$ cat src/sv/introsort_record_sorter_macros.svh
// ----------------------------------------------------------------------------
// Assertion macros for the record sorter
// Concurrent check wrappers for the files that assert.
// ----------------------------------------------------------------------------
`ifndef INTROSORT_RECORD_SORTER_MACROS_SVH
`define INTROSORT_RECORD_SORTER_MACROS_SVH

// Check an implication or condition on every clock edge outside reset.
`define IRS_ASSERT(lbl, clk, rst, prop, msg) \
  lbl: assert property (@(posedge clk) disable iff (rst) prop) else $error(msg);

// Check that a condition never holds outside reset.
`define IRS_NEVER(lbl, clk, rst, cond, msg) \
  lbl: assert property (@(posedge clk) disable iff (rst) !(cond)) else $error(msg);

`endif

$ cat src/sv/irs_pkg.sv
// ----------------------------------------------------------------------------
// Record sorter package
// Record type, command and status bundles, sequencer states and constants.
// ----------------------------------------------------------------------------
package irs_pkg;

  localparam int OFF_W       = 7;   // offsets, counts and addresses
  localparam int DEP_W       = 8;
  localparam int STACK_DEPTH = 6;
  localparam int SP_W        = 3;
  localparam int CFG_IDX_W   = 1;
  localparam int CFG_DATA_W  = 8;

  localparam int INS_LIMIT     = 7;   // ranges this small use insertion sort
  localparam int NINTHER_LIMIT = 40;  // above this, pivot is the ninther

  localparam logic [CFG_IDX_W-1:0] CFG_USE_GIVEN   = 1'd0;
  localparam logic [CFG_IDX_W-1:0] CFG_GIVEN_DEPTH = 1'd1;

  typedef logic [OFF_W-1:0] off_t;
  typedef logic [DEP_W-1:0] dep_t;

  typedef struct packed {
    logic [31:0] lbd;
    logic [63:0] activity;
    logic [31:0] tag;
  } rec_t;

  typedef struct packed {
    off_t base;
    off_t n;
    dep_t dep;
  } frame_t;

  typedef struct packed {
    logic rd_en;
    off_t ra;
    off_t rb;
    logic we;
    off_t wa;
    logic wsrc_qa;  // 1: write read data A, 0: write read data B
    logic ld;       // write the incoming record
    logic pv_load;  // capture read data A as pivot
  } cmd_t;

  typedef struct packed {
    logic ab_lt;
    logic ab_gt;
    logic ap_lt;
    logic ap_gt;
  } stat_t;

  typedef enum logic [5:0] {
    ST_LOAD, ST_START, ST_TOP, ST_FINISH,
    ST_IS_OUTER, ST_IS_RD, ST_IS_CMP, ST_IS_POST,
    ST_M_RD1, ST_M_RD2, ST_M_RD3, ST_M_FIN,
    ST_PV_RD, ST_PV_LD,
    ST_P_B_CHK, ST_P_B_CMP, ST_P_C_CHK, ST_P_C_CMP, ST_P_BRK,
    ST_BS_CHK, ST_SPLIT,
    ST_H_BLD, ST_H_EXT, ST_H_EXT2,
    ST_S_CHK, ST_S_C1, ST_S_RD2, ST_S_C2,
    ST_SW_RD, ST_SW_W1, ST_SW_W2,
    ST_E_RD, ST_E_SHOW
  } state_t;

  // x sorts before y: smaller lbd, then larger activity
  function automatic logic rec_lt(input rec_t x, input rec_t y);
    return (x.lbd < y.lbd) || ((x.lbd == y.lbd) && (x.activity > y.activity));
  endfunction

endpackage

$ cat src/sv/irs_ctrl.sv
// ----------------------------------------------------------------------------
// Record sorter controller
// Sequencer for load, introsort (partition, insertion, heap) and emission.
// ----------------------------------------------------------------------------
`include "introsort_record_sorter_macros.svh"

module irs_ctrl #(
  parameter int MAX_ENTRIES = 64
) (
  input  logic                               clk,
  input  logic                               rst,
  input  logic                               in_valid,
  input  logic                               in_last,
  output logic                               in_ready,
  output logic                               out_valid,
  input  logic                               out_ready,
  output logic                               out_last,
  input  logic                               cfg_we,
  input  logic [irs_pkg::CFG_IDX_W-1:0]      cfg_index,
  input  logic [irs_pkg::CFG_DATA_W-1:0]     cfg_data,
  input  irs_pkg::stat_t                     st,
  output irs_pkg::cmd_t                      cmd
);
  import irs_pkg::*;

  localparam off_t MAX_N = OFF_W'(MAX_ENTRIES);
  localparam logic [1:0] MID_LO = 2'd0, MID_MI = 2'd1, MID_HI = 2'd2, MID_FINAL = 2'd3;

  state_t state, state_next, ret_st;

  logic   use_gd;
  dep_t   gd;
  off_t   count;
  off_t   base, n;
  dep_t   dep;
  logic [SP_W-1:0] sp;
  frame_t stack [STACK_DEPTH];

  off_t i, j, moves, cap;
  logic abort_f;
  off_t lo, mi, hi, s, mx, my, mz;
  logic [1:0] step;
  logic c1lt, c2lt, c2gt;
  off_t ea, b, c, ed;
  logic moved;
  off_t bi, bk, x0, y0;
  logic bphase;
  off_t sa, sb;
  off_t root, ch, hn, hidx, e;
  logic hphase;
  off_t oi;

  off_t res, left, right, sm_n, sm_b, bg_n, bg_b, k1, k2, ch_c, moves_inc;
  logic sift_more, need_c1;

  function automatic off_t ph(input off_t base_v, input off_t off);
    return base_v + off;
  endfunction

  function automatic dep_t auto_depth(input off_t v);
    logic [2:0] lg;
    lg = '0;
    for (int k = 1; k < OFF_W; k++) begin
      if (v[k]) lg = 3'(k);
    end
    return {4'd0, lg, 1'b0};
  endfunction

  // Median of three from the latched compares and the last one
  always_comb begin
    if (c1lt) res = c2lt ? my : (st.ab_lt ? mz : mx);
    else      res = c2gt ? my : (st.ab_lt ? mx : mz);
  end

  always_comb begin
    left  = b - ea;
    right = ed - c;
    if (left <= right) begin
      sm_n = left;  sm_b = base;
      bg_n = right; bg_b = base + n - right;
    end else begin
      sm_n = right; sm_b = base + n - right;
      bg_n = left;  bg_b = base;
    end
    k1 = (ea < left) ? ea : left;
    k2 = (right < (n - ed - 7'd1)) ? right : (n - ed - 7'd1);
    ch_c = {root[OFF_W-2:0], 1'b1};
    sift_more = root < (hn >> 1);
    need_c1 = (ch_c + 7'd1) < hn;
    moves_inc = moves + 7'd1;
  end

  // Next state
  always_comb begin
    state_next = state;
    unique case (state)
      ST_LOAD:     if (in_valid && in_last) state_next = ST_START;
      ST_START:    state_next = ST_TOP;
      ST_TOP: begin
        priority if (n <= 7'd1)                      state_next = ST_FINISH;
        else if (dep == '0)                          state_next = ST_H_BLD;
        else if (n <= OFF_W'(INS_LIMIT))             state_next = ST_IS_OUTER;
        else                                         state_next = ST_M_RD1;
      end
      ST_FINISH:   state_next = (sp != '0) ? ST_TOP : ST_E_RD;
      ST_IS_OUTER: state_next = (i >= n) ? ST_FINISH : ST_IS_RD;
      ST_IS_RD:    state_next = ST_IS_CMP;
      ST_IS_CMP:   state_next = st.ab_gt ? ST_SW_W1 : ST_IS_OUTER;
      ST_IS_POST: begin
        priority if (abort_f) state_next = ST_SPLIT;
        else if (j == '0)     state_next = ST_IS_OUTER;
        else                  state_next = ST_IS_RD;
      end
      ST_M_RD1:    state_next = ST_M_RD2;
      ST_M_RD2:    state_next = ST_M_RD3;
      ST_M_RD3:    state_next = ST_M_FIN;
      ST_M_FIN:    state_next = (step == MID_FINAL) ? ST_SW_RD : ST_M_RD1;
      ST_PV_RD:    state_next = ST_PV_LD;
      ST_PV_LD:    state_next = ST_P_B_CHK;
      ST_P_B_CHK:  state_next = (b <= c) ? ST_P_B_CMP : ST_P_BRK;
      ST_P_B_CMP: begin
        priority if (st.ap_gt) state_next = ST_P_C_CHK;
        else if (!st.ap_lt)    state_next = ST_SW_RD;
        else                   state_next = ST_P_B_CHK;
      end
      ST_P_C_CHK:  state_next = (b <= c) ? ST_P_C_CMP : ST_P_BRK;
      ST_P_C_CMP: begin
        priority if (st.ap_lt) state_next = ST_SW_RD;
        else if (!st.ap_gt)    state_next = ST_SW_RD;
        else                   state_next = ST_P_C_CHK;
      end
      ST_P_BRK:    state_next = ST_BS_CHK;
      ST_BS_CHK: begin
        priority if (bi < bk) state_next = ST_SW_RD;
        else if (!bphase)     state_next = ST_BS_CHK;
        else if (!moved)      state_next = ST_IS_OUTER;
        else                  state_next = ST_SPLIT;
      end
      ST_SPLIT:    state_next = (sm_n > 7'd1 || bg_n > 7'd1) ? ST_TOP : ST_FINISH;
      ST_H_BLD:    state_next = (hidx == '0) ? ST_H_EXT : ST_S_CHK;
      ST_H_EXT:    state_next = (e <= 7'd1) ? ST_FINISH : ST_SW_RD;
      ST_H_EXT2:   state_next = ST_S_CHK;
      ST_S_CHK: begin
        priority if (!sift_more) state_next = hphase ? ST_H_EXT : ST_H_BLD;
        else if (need_c1)        state_next = ST_S_C1;
        else                     state_next = ST_S_RD2;
      end
      ST_S_C1:     state_next = ST_S_RD2;
      ST_S_RD2:    state_next = ST_S_C2;
      ST_S_C2: begin
        priority if (st.ab_lt) state_next = ST_SW_W1;
        else if (hphase)       state_next = ST_H_EXT;
        else                   state_next = ST_H_BLD;
      end
      ST_SW_RD:    state_next = ST_SW_W1;
      ST_SW_W1:    state_next = ST_SW_W2;
      ST_SW_W2:    state_next = ret_st;
      ST_E_RD:     state_next = ST_E_SHOW;
      ST_E_SHOW: begin
        if (out_ready) state_next = (oi == count - 7'd1) ? ST_LOAD : ST_E_RD;
      end
      default:     state_next = ST_LOAD;
    endcase
  end

  // Outputs and datapath commands
  always_comb begin
    cmd       = '0;
    in_ready  = (state == ST_LOAD);
    out_valid = (state == ST_E_SHOW);
    out_last  = (oi == count - 7'd1);
    unique case (state)
      ST_LOAD: begin
        if (in_valid && (count < MAX_N)) begin
          cmd.we = 1'b1; cmd.ld = 1'b1; cmd.wa = count;
        end
      end
      ST_IS_RD: begin
        cmd.rd_en = 1'b1; cmd.ra = ph(base, j - 7'd1); cmd.rb = ph(base, j);
      end
      ST_M_RD1: begin cmd.rd_en = 1'b1; cmd.ra = ph(base, mx); cmd.rb = ph(base, my); end
      ST_M_RD2: begin cmd.rd_en = 1'b1; cmd.ra = ph(base, my); cmd.rb = ph(base, mz); end
      ST_M_RD3: begin cmd.rd_en = 1'b1; cmd.ra = ph(base, mx); cmd.rb = ph(base, mz); end
      ST_PV_RD: begin cmd.rd_en = 1'b1; cmd.ra = base; cmd.rb = base; end
      ST_PV_LD: cmd.pv_load = 1'b1;
      ST_P_B_CHK: begin cmd.rd_en = (b <= c); cmd.ra = ph(base, b); cmd.rb = ph(base, b); end
      ST_P_C_CHK: begin cmd.rd_en = (b <= c); cmd.ra = ph(base, c); cmd.rb = ph(base, c); end
      ST_S_CHK: begin
        cmd.rd_en = sift_more && need_c1;
        cmd.ra = ph(base, ch_c); cmd.rb = ph(base, ch_c + 7'd1);
      end
      ST_S_RD2: begin cmd.rd_en = 1'b1; cmd.ra = ph(base, root); cmd.rb = ph(base, ch); end
      ST_SW_RD: begin cmd.rd_en = 1'b1; cmd.ra = ph(base, sa); cmd.rb = ph(base, sb); end
      ST_SW_W1: begin cmd.we = 1'b1; cmd.wa = ph(base, sa); cmd.wsrc_qa = 1'b0; end
      ST_SW_W2: begin cmd.we = 1'b1; cmd.wa = ph(base, sb); cmd.wsrc_qa = 1'b1; end
      ST_E_RD:  begin cmd.rd_en = 1'b1; cmd.ra = oi; cmd.rb = oi; end
      default: ;
    endcase
  end

  always_ff @(posedge clk) begin
    if (rst) begin
      state  <= ST_LOAD;
      count  <= '0;
      sp     <= '0;
      use_gd <= 1'b0;
      gd     <= '0;
    end else begin
      state <= state_next;
      if (cfg_we) begin
        unique case (cfg_index)
          CFG_USE_GIVEN:   use_gd <= cfg_data[0];
          CFG_GIVEN_DEPTH: gd     <= cfg_data;
          default: ;
        endcase
      end
      unique case (state)
        ST_LOAD: begin
          if (in_valid && (count < MAX_N)) count <= count + 7'd1;
        end
        ST_START: begin
          base <= '0;
          n    <= count;
          dep  <= use_gd ? gd : auto_depth(count);
          sp   <= '0;
          oi   <= '0;
        end
        ST_TOP: begin
          if (n > 7'd1 && dep != '0) dep <= dep - 8'd1;
          hidx   <= n >> 1;
          hphase <= 1'b0;
          i      <= 7'd1;
          moves  <= '0;
          cap    <= '0;
          lo     <= '0;
          mi     <= n >> 1;
          hi     <= n - 7'd1;
          s      <= n >> 3;
          if (n > OFF_W'(NINTHER_LIMIT)) begin
            step <= MID_LO; mx <= '0; my <= n >> 3; mz <= (n >> 3) << 1;
          end else begin
            step <= MID_FINAL; mx <= '0; my <= n >> 1; mz <= n - 7'd1;
          end
        end
        ST_FINISH: begin
          if (sp != '0) begin
            base <= stack[sp - 3'd1].base;
            n    <= stack[sp - 3'd1].n;
            dep  <= stack[sp - 3'd1].dep;
            sp   <= sp - 3'd1;
          end
        end
        ST_IS_OUTER: j <= i;
        ST_IS_RD: begin sa <= j - 7'd1; sb <= j; end
        ST_IS_CMP: begin
          if (st.ab_gt) begin
            moves   <= moves_inc;
            j       <= j - 7'd1;
            abort_f <= (cap != '0) && (moves_inc > cap);
            ret_st  <= ST_IS_POST;
          end else begin
            i <= i + 7'd1;
          end
        end
        ST_IS_POST: if (!abort_f && j == '0) i <= i + 7'd1;
        ST_M_RD2: c1lt <= st.ab_lt;
        ST_M_RD3: begin c2lt <= st.ab_lt; c2gt <= st.ab_gt; end
        ST_M_FIN: begin
          unique case (step)
            MID_LO: begin
              lo <= res; mx <= mi - s; my <= mi; mz <= mi + s; step <= MID_MI;
            end
            MID_MI: begin
              mi <= res; mx <= hi - (s << 1); my <= hi - s; mz <= hi; step <= MID_HI;
            end
            MID_HI: begin
              hi <= res; mx <= lo; my <= mi; mz <= res; step <= MID_FINAL;
            end
            MID_FINAL: begin
              sa <= '0; sb <= res; ret_st <= ST_PV_RD;
            end
            default: ;
          endcase
        end
        ST_PV_LD: begin
          ea <= 7'd1; b <= 7'd1; c <= n - 7'd1; ed <= n - 7'd1; moved <= 1'b0;
        end
        ST_P_B_CMP: begin
          if (!st.ap_gt) begin
            if (!st.ap_lt) begin
              moved <= 1'b1; sa <= ea; sb <= b; ea <= ea + 7'd1; ret_st <= ST_P_B_CHK;
            end
            b <= b + 7'd1;
          end
        end
        ST_P_C_CMP: begin
          if (st.ap_lt) begin
            moved <= 1'b1; sa <= b; sb <= c;
            b <= b + 7'd1; c <= c - 7'd1; ret_st <= ST_P_B_CHK;
          end else begin
            if (!st.ap_gt) begin
              moved <= 1'b1; sa <= c; sb <= ed; ed <= ed - 7'd1; ret_st <= ST_P_C_CHK;
            end
            c <= c - 7'd1;
          end
        end
        ST_P_BRK: begin
          x0 <= '0; y0 <= b - k1; bk <= k1; bi <= '0; bphase <= 1'b0;
        end
        ST_BS_CHK: begin
          if (bi < bk) begin
            sa <= x0 + bi; sb <= y0 + bi; bi <= bi + 7'd1; ret_st <= ST_BS_CHK;
          end else if (!bphase) begin
            x0 <= b; y0 <= n - k2; bk <= k2; bi <= '0; bphase <= 1'b1;
          end else if (!moved) begin
            i <= 7'd1; moves <= '0; cap <= (n >> 2) + 7'd1; abort_f <= 1'b0;
          end
        end
        ST_SPLIT: begin
          if (sm_n > 7'd1) begin
            if (bg_n > 7'd1) begin
              stack[sp] <= '{base: bg_b, n: bg_n, dep: dep};
              sp <= sp + 3'd1;
            end
            base <= sm_b; n <= sm_n;
          end else if (bg_n > 7'd1) begin
            base <= bg_b; n <= bg_n;
          end
        end
        ST_H_BLD: begin
          if (hidx == '0) begin
            e <= n; hphase <= 1'b1;
          end else begin
            root <= hidx - 7'd1; hn <= n; hidx <= hidx - 7'd1;
          end
        end
        ST_H_EXT: begin sa <= '0; sb <= e - 7'd1; ret_st <= ST_H_EXT2; end
        ST_H_EXT2: begin root <= '0; hn <= e - 7'd1; e <= e - 7'd1; end
        ST_S_CHK: ch <= ch_c;
        ST_S_C1: if (st.ab_lt) ch <= ch + 7'd1;
        ST_S_RD2: begin sa <= root; sb <= ch; end
        ST_S_C2: begin
          if (st.ab_lt) begin root <= ch; ret_st <= ST_S_CHK; end
        end
        ST_E_SHOW: begin
          if (out_ready) begin
            if (oi == count - 7'd1) count <= '0;
            else oi <= oi + 7'd1;
          end
        end
        default: ;
      endcase
    end
  end

  `IRS_ASSERT(a_sp_bound, clk, rst, sp <= SP_W'(STACK_DEPTH), "range stack overflow")
  `IRS_NEVER(a_one_side, clk, rst, in_ready && out_valid, "load and emit overlap")
  `IRS_ASSERT(a_wr_range, clk, rst, cmd.we |-> (cmd.wa < MAX_N), "store write out of range")
  `IRS_ASSERT(a_set_done, clk, rst, (out_valid && out_ready && out_last) |=> (count == '0 && in_ready), "set not closed after final beat")

endmodule

$ cat config.mk
export PLATFORM = sky130hd
export DESIGN_NAME = irs_ctrl
export DESIGN_NICKNAME = d
export VERILOG_FILES = /design/src/sv/irs_pkg.sv /design/src/sv/irs_ctrl.sv
export VERILOG_INCLUDE_DIRS = /design/src /design/src/sv
export SDC_FILE = /design/constraint.sdc
export NUM_CORES = 1
export LEC_CHECK = 0
export BUFFER_PORTS_ARGS = -buffer_cell sky130_fd_sc_hd__buf_2
export CAP_MARGIN = 20
export CORE_ASPECT_RATIO = 1.1
export CORE_MARGIN = 1
export CORE_UTILIZATION = 40
export DETAILED_ROUTE_END_ITERATION = 7
export PLACE_DENSITY = 0.64
export SYNTH_ARGS = -nofsm -noshare
export SYNTH_HDL_FRONTEND = slang
export SYNTH_SLANG_ARGS = --single-unit
$ cat constraint.sdc
create_clock -name clk -period 9.1 [get_ports clk]
set_clock_uncertainty 0.2 [all_clocks]
set_input_delay 1.365 -clock clk [delete_from_list [all_inputs] [get_ports clk]]
set_output_delay 1.365 -clock clk [all_outputs]
set_load 0.01 [all_outputs]
-- Word-level counts from Yosys, hierarchy flattened
Memories as Yosys holds them, arrays and structs flattened.
Index checks and enable logic that the tools add are counted.
- register bits: 248
- memory bits (writable): 132
- input port bits: 19
- output and inout bits: 29
- logic and storage cells: 442
- memories kept: 1
- memory list (memory ; depth ; bits a word ; rd ports ; clocked after memory_dff ; wr ports ; RTL line ; RTL):
    stack ; 6 ; 22 ; 1 ; 0 ; 1 ; irs_ctrl.sv:37 ; frame_t stack [STACK_DEPTH];
- add/sub/neg operators: 47
- $lt $le $gt $ge: 17
- eq/ne operators: 72
- mux-type cells: 184
- bitwise logic cells: 2
- reductions and logical operators: 75
- operators with widths (operator ; count):
    $mux 7 ; 70
    $pmux 7 s2 ; 22
    $pmux 6 s33 ; 1
    $pmux 15 s11 ; 1
    $pmux 7 s3 ; 7
    $add 7x7->7 ; 16
    $pmux 7 s7 ; 2
    $eq 6x5->1 const B ; 16
    $mux 5 ; 14
    $mux 6 ; 11
    $add 7x1->7 const B ; 9
    $sub 7x1->7 const B ; 8
    $eq 6x4->1 const B ; 8
    $pmux 8 s3 ; 2
    $ne 2x2->1 const B ; 23
    $pmux 6 s7 ; 1
    $sub 7x7->7 ; 6
    $reduce_and 4->1 ; 10
    $reduce_and 3->1 ; 13
    $mux 8 ; 4
    $lt 7x7->1 ; 4
    $pmux 7 s4 ; 1
    $mux 3 ; 9
    $eq 6x3->1 const B ; 4
    other kinds (53) ; 135

-- Logic depth before layout (Yosys ltp)
- depth after elaboration: 9
- mapped depth: 23
- gate-level depth less buffers: 23

-- Worst setup path before layout
OpenSTA, ideal clock, no wires.
- path kind: register -> register
- from: register ed[0]
- to: memory stack[4][0] (netlist name), enable pin
- setup time: 0.457 ns
- arrival: 5.659 ns
- required time: 8.443 ns
- slack: 2.785 ns
- cell stages (with the launch flop): 17
- buffers on the path: 1
- period minus slack after synthesis: 6.315 ns
- cell sequence: edfxtp_1 > inv_1 > ha_1 > inv_1 > fa_1 > xor2_1 > inv_1 > ha_1 > nand2_1 > o21ai_0 > o211ai_1 > maj3_2 > o311a_1 > a2bb2oi_2 > or3_1 > buf_2 > nor4_1
- cells in the longest elaborated chain, start to end: 9
- elaborated cells between the ends (all ways): 11
- those cells by class: add/sub: 1; order compare: 3; mux: 7
- RTL lines (what ; RTL line ; RTL):
    from (decl) ; irs_ctrl.sv:44 ; off_t ea, b, c, ed;
    from (signal assigned) ; irs_ctrl.sv:286 ; ea <= 7'd1; b <= 7'd1; c <= n - 7'd1; ed <= n - 7'd1; moved <= 1'b0;
    from (signal assigned) ; irs_ctrl.sv:302 ; moved <= 1'b1; sa <= c; sb <= ed; ed <= ed - 7'd1; ret_st <= ST_P_C_CHK;
    $sub 7x7->7 * ; irs_ctrl.sv:77 ; right = ed - c;
    $le 7x7->1 ; irs_ctrl.sv:78 ; if (left <= right) begin
    $mux 7 ; irs_ctrl.sv:78 ;
    $gt 7x1->1 ; irs_ctrl.sv:321 ; if (bg_n > 7'd1) begin
    $mux 1 ; irs_ctrl.sv:321 ;
    $mux 1 * ; irs_ctrl.sv:320 ; if (sm_n > 7'd1) begin
    $mux 1 * ; irs_ctrl.sv:217 ; unique case (state)
    $mux 1 * ; irs_ctrl.sv:202 ; if (rst) begin
    $mux 1 (not written as such) * ; irs_ctrl.sv:322 ; stack[sp] <= '{base: bg_b, n: bg_n, dep: dep};
    to (decl) ; irs_ctrl.sv:37 ;
Mark *: on every way between the ends. The rest lies on a longest branch, timed or not.

==> impl_metrics.ini <==
[status]
status = finished, final reports clean

[synth]
synth.top_cells.by_area = edfxtp_1 41%, ha_1 9.9%, xnor2_1 4.7%
synth_cells = 2545
syn-cell-area_um2 = 25800
postSynthRegisterBits = 378
synth_edf_count = 353
synth-async-reset-ratio_pct = 0
syn-mean-instance-area_um2 = 10.1
yosysWarningCount = 0
mappedNetlistNets = 2793
ys.flop_type = edfxtp_1
post_synth_num_cell_types = 77
synth_top_area_share_pct = 41.1
yosysSeqAreaShare_pct = 43.1
netlist.top_cell.by_area = edfxtp_1

[global_route]
grt_max_degree = 53
grt_use_total_pct = 25.9
use_met1_pct = 31.8
number_of_antenna_violations_at_the_first_check_in_global_routing = 5
number_of_global_route_vias_before_repair = 20540
grt_first_pass_wirelength_um = 128000
overflow_after_grt = 0
groute.layer.met2.usage_pct = 43.1
gr-usage-met3_pct = 4.15
busiest_layer = met2

[route]
detail_route.drc_violations = 0
drt_first_iter_violations = 2013
dr.pass1.iters = 7
ant_nets = 0
routed_via_density = 6.04
finalWirelength_um = 86000
num_vias = 20887
routed_wire_length_per_instance_um = 24.9

[critical_path]
worstPathMaxFanout = 24
critical_path_class = register to primary output
cp.arrival_ns = 4.78
critPathCaptureType = primary output
critical_path.slowest_cell = dfxtp_1
crit_family = compound AO/OA/AOI/OAI gates
setup.reg_to_reg.worst_slack_ns = 3.14
critical_path.startpoint_type = register
cp_cell_sequence = nor2b_1 -> nand2_1 -> nor2_1 -> buf_4 -> nand2_1 -> o21ai_0 -> a21o_1 -> ha_1 -> a21o_1 -> a21oi_1 -> o21bai_1 -> a21oi_1 -> xnor2_1 -> a221oi_1 -> nand3_1 -> buf_2
worst_ep_required_time_ns = 7.54
worst_path_largest_cell_delay_ns = 0.87
critical_path_buf_inv_count = 2

[floorplanning]
die_area_um2 = 65500
core-area_um2 = 63700
die_x_um = 244
starting_density_of_the_core_pct = 40.5
top_level_ports = 48
placementRows = 97
chipHeight_um = 268

[power_and_ir_drop]
p_sw_mw = 1.05
netSwitchingFraction_pct = 24.4
vdd_drop_max_mv = 0.198
share_seq_of_total_power_pct = 45.2
clkPwrFrac_pct = 47.3
p_leak_nw = 11.0
power-per-cell-area_nw_per_um2 = 149
combinationalPowerShare_pct = 7.5
internal-power_mw = 3.24

[run]
timing.max_cap.violations = 0

[placed_design]
pre_cts_slack_ns = 2.91
hpwlAfterDp_um = 64600
port-buffer-count = 47
placedInstanceArea_um2 = 27100
place_inst = 3373
gp_congestion = 1.00

[sta]
setup_viol = 0
timing.setup.tns_ns = 0
worst-slew-pin-transition_ns = 1.16
final_max_slew_viol_count = 0
rsz_0062_raised_after_global_routing = false
slew_headroom_pct = 21.9
timing_hold_violations_final = 0
finalCritPeriodShare_pct = 69.7
final.setup.worst_slack_ns = 2.75
post-route-min-period_ns = 6.35
peak_freq_ghz = 0.158

[finish]
highest_count_cells_in_the_layout_ignoring_fill_and_taps = 353 x edfxtp_1, 235 x nand2_1, 225 x nor2_1, 205 x ha_1, 201 x a21oi_1
final_nets = 2829
drive_gt1_share_pct = 8.75
multi_input_area_um2 = 13800
flow.area_growth_from_synthesis_pct = 11.4
filler_cell_count = 6076
register_containing_the_most_flip_flops_in_the_final_layout = stack
layout.area.seq_um2 = 11100
largest_registers = stack: 132 flops, dep: 8 flops, gd: 8 flops
finish.instance_area_um2 = 28700
fin_cells = 3460
layout.cells.most_common = edfxtp_1
largest_register_ff_count = 132

[clocking]
tritoncts = built
cts_max_path_buffers = 3
insertion_delay_ns = 0.62
cts_made_buffers = 45
clkSlewWorstSetupHoldPaths_ns = 0.06
cts-resized-gates = 0
cts.sinks = 378
ctsHoldBuffers = 0
clock_tree.root_cell = clkbuf_16
postCtsSetupBuffers = 0
h-tree-depth = 2

[hold_path]
worstHoldPathType = register to register
-- worst paths after layout --
path,from,end,depth (start not counted)
min reg2reg,gd[7]$_SDFFE_PP0P_,gd[7]$_SDFFE_PP0P_,2
min,gd[7]$_SDFFE_PP0P_,gd[7]$_SDFFE_PP0P_,2
max reg2reg,b[0]$_SDFFCE_PN1P_,y0[6]$_DFFE_PP_,22
max,state[4]$_SDFFE_PP0P_,cmd[23],16
-- kinds of logic after synthesis --
| kind of cell | Yosys count | synth area share [%] |
|---|---|---|
| multiplexers | 107 | 5.28 |
| AO/OA/AOI/OAI | 669 | 16.7 |
| adder cells (fa/ha/maj) | 232 | 11.9 |
| buffers and inverters | 251 | 3.72 |
| AND/OR/NAND/NOR | 697 | 12.2 |
| XOR/XNOR | 211 | 7.17 |
| flip-flops | 378 | 43.1 |
-- final cells by class --
type / instances / area share [%]
Sequential cell: 378 / 38.6
Antenna cell: 1 / 0.00871
Multi-Input combinational cell: 1916 / 48.0
Clock buffer: 51 / 4.00
Clock inverter: 33 / 1.74
Inverter: 145 / 1.89
Timing Repair Buffer: 95 / 2.08
Tap cell: 841 / 3.66
-- per-layer routing --
| metal | share of wire [%] | wire [um] | vias up |
|---|---|---|---|
| li1 | - | - | 9443 |
| met3 | 6.8 | 5810 | 265 |
| met4 | 6.6 | 5650 | 4 |
| met2 | 47 | 40400 | 898 |
| met1 | 40 | 34200 | 10277 |
| met5 | 0.028 | 24 | - |
-- through the flow --
step,hold slack [ns],power [mW],util [%]
floorplan,0.224,2.18,-
global placement,0.252,2.28,42.4
detailed placement,0.255,2.29,42.5
CTS,0.265,4.31,45.1
global route,0.281,4.39,45.1
finish,0.266,4.28,45.1
-- cells in the mapped netlist, types with 8 or more instances --
| cell | n |
|---|---|
| ha_1 | 205 |
| edfxtp_1 | 353 |
| a2111oi_0 | 11 |
| nand3_1 | 59 |
| dfxtp_1 | 25 |
| o21bai_1 | 28 |
| and3_1 | 22 |
| mux4_2 | 22 |
| nor3_1 | 37 |
| mux2i_1 | 72 |
| xnor2_1 | 138 |
| a211oi_1 | 28 |
| a221oi_1 | 16 |
| nor2b_1 | 27 |
| o22ai_1 | 18 |
| nand2b_1 | 15 |
| a31oi_1 | 16 |
| or2_2 | 8 |
| o21a_1 | 13 |
| mux2_2 | 11 |
| clkbuf_1 | 90 |
| or3_1 | 10 |
| a222oi_1 | 14 |
| and2_1 | 23 |
| a21o_1 | 55 |
| nand4_1 | 8 |
| nand2_1 | 235 |
| xor2_1 | 73 |
| o211ai_1 | 27 |
| a22oi_1 | 29 |
| fa_1 | 24 |
| buf_1 | 10 |
| nor2_1 | 225 |
| nor4_1 | 10 |
| o21ai_0 | 142 |
| inv_1 | 143 |
| a21oi_1 | 201 |
-- power by group through the flow --
stage	Combinational, mW	Clock [mW]	Sequential (mW)
after floorplan	0.215	0	1.96
after global placement	0.308	0	1.97
after detailed placement	0.315	0	1.97
after CTS	0.317	2.05	1.93
after global routing	0.348	2.11	1.94
final	0.321	2.03	1.94
-- worst min-delay path, cell delays in order (launching register included) --
cell and delay, ns:
dfxtp_1 0.31, nand2_1 0.05, a21oi_1 0.05
Note: power is estimated with default switching activity, not from simulation.
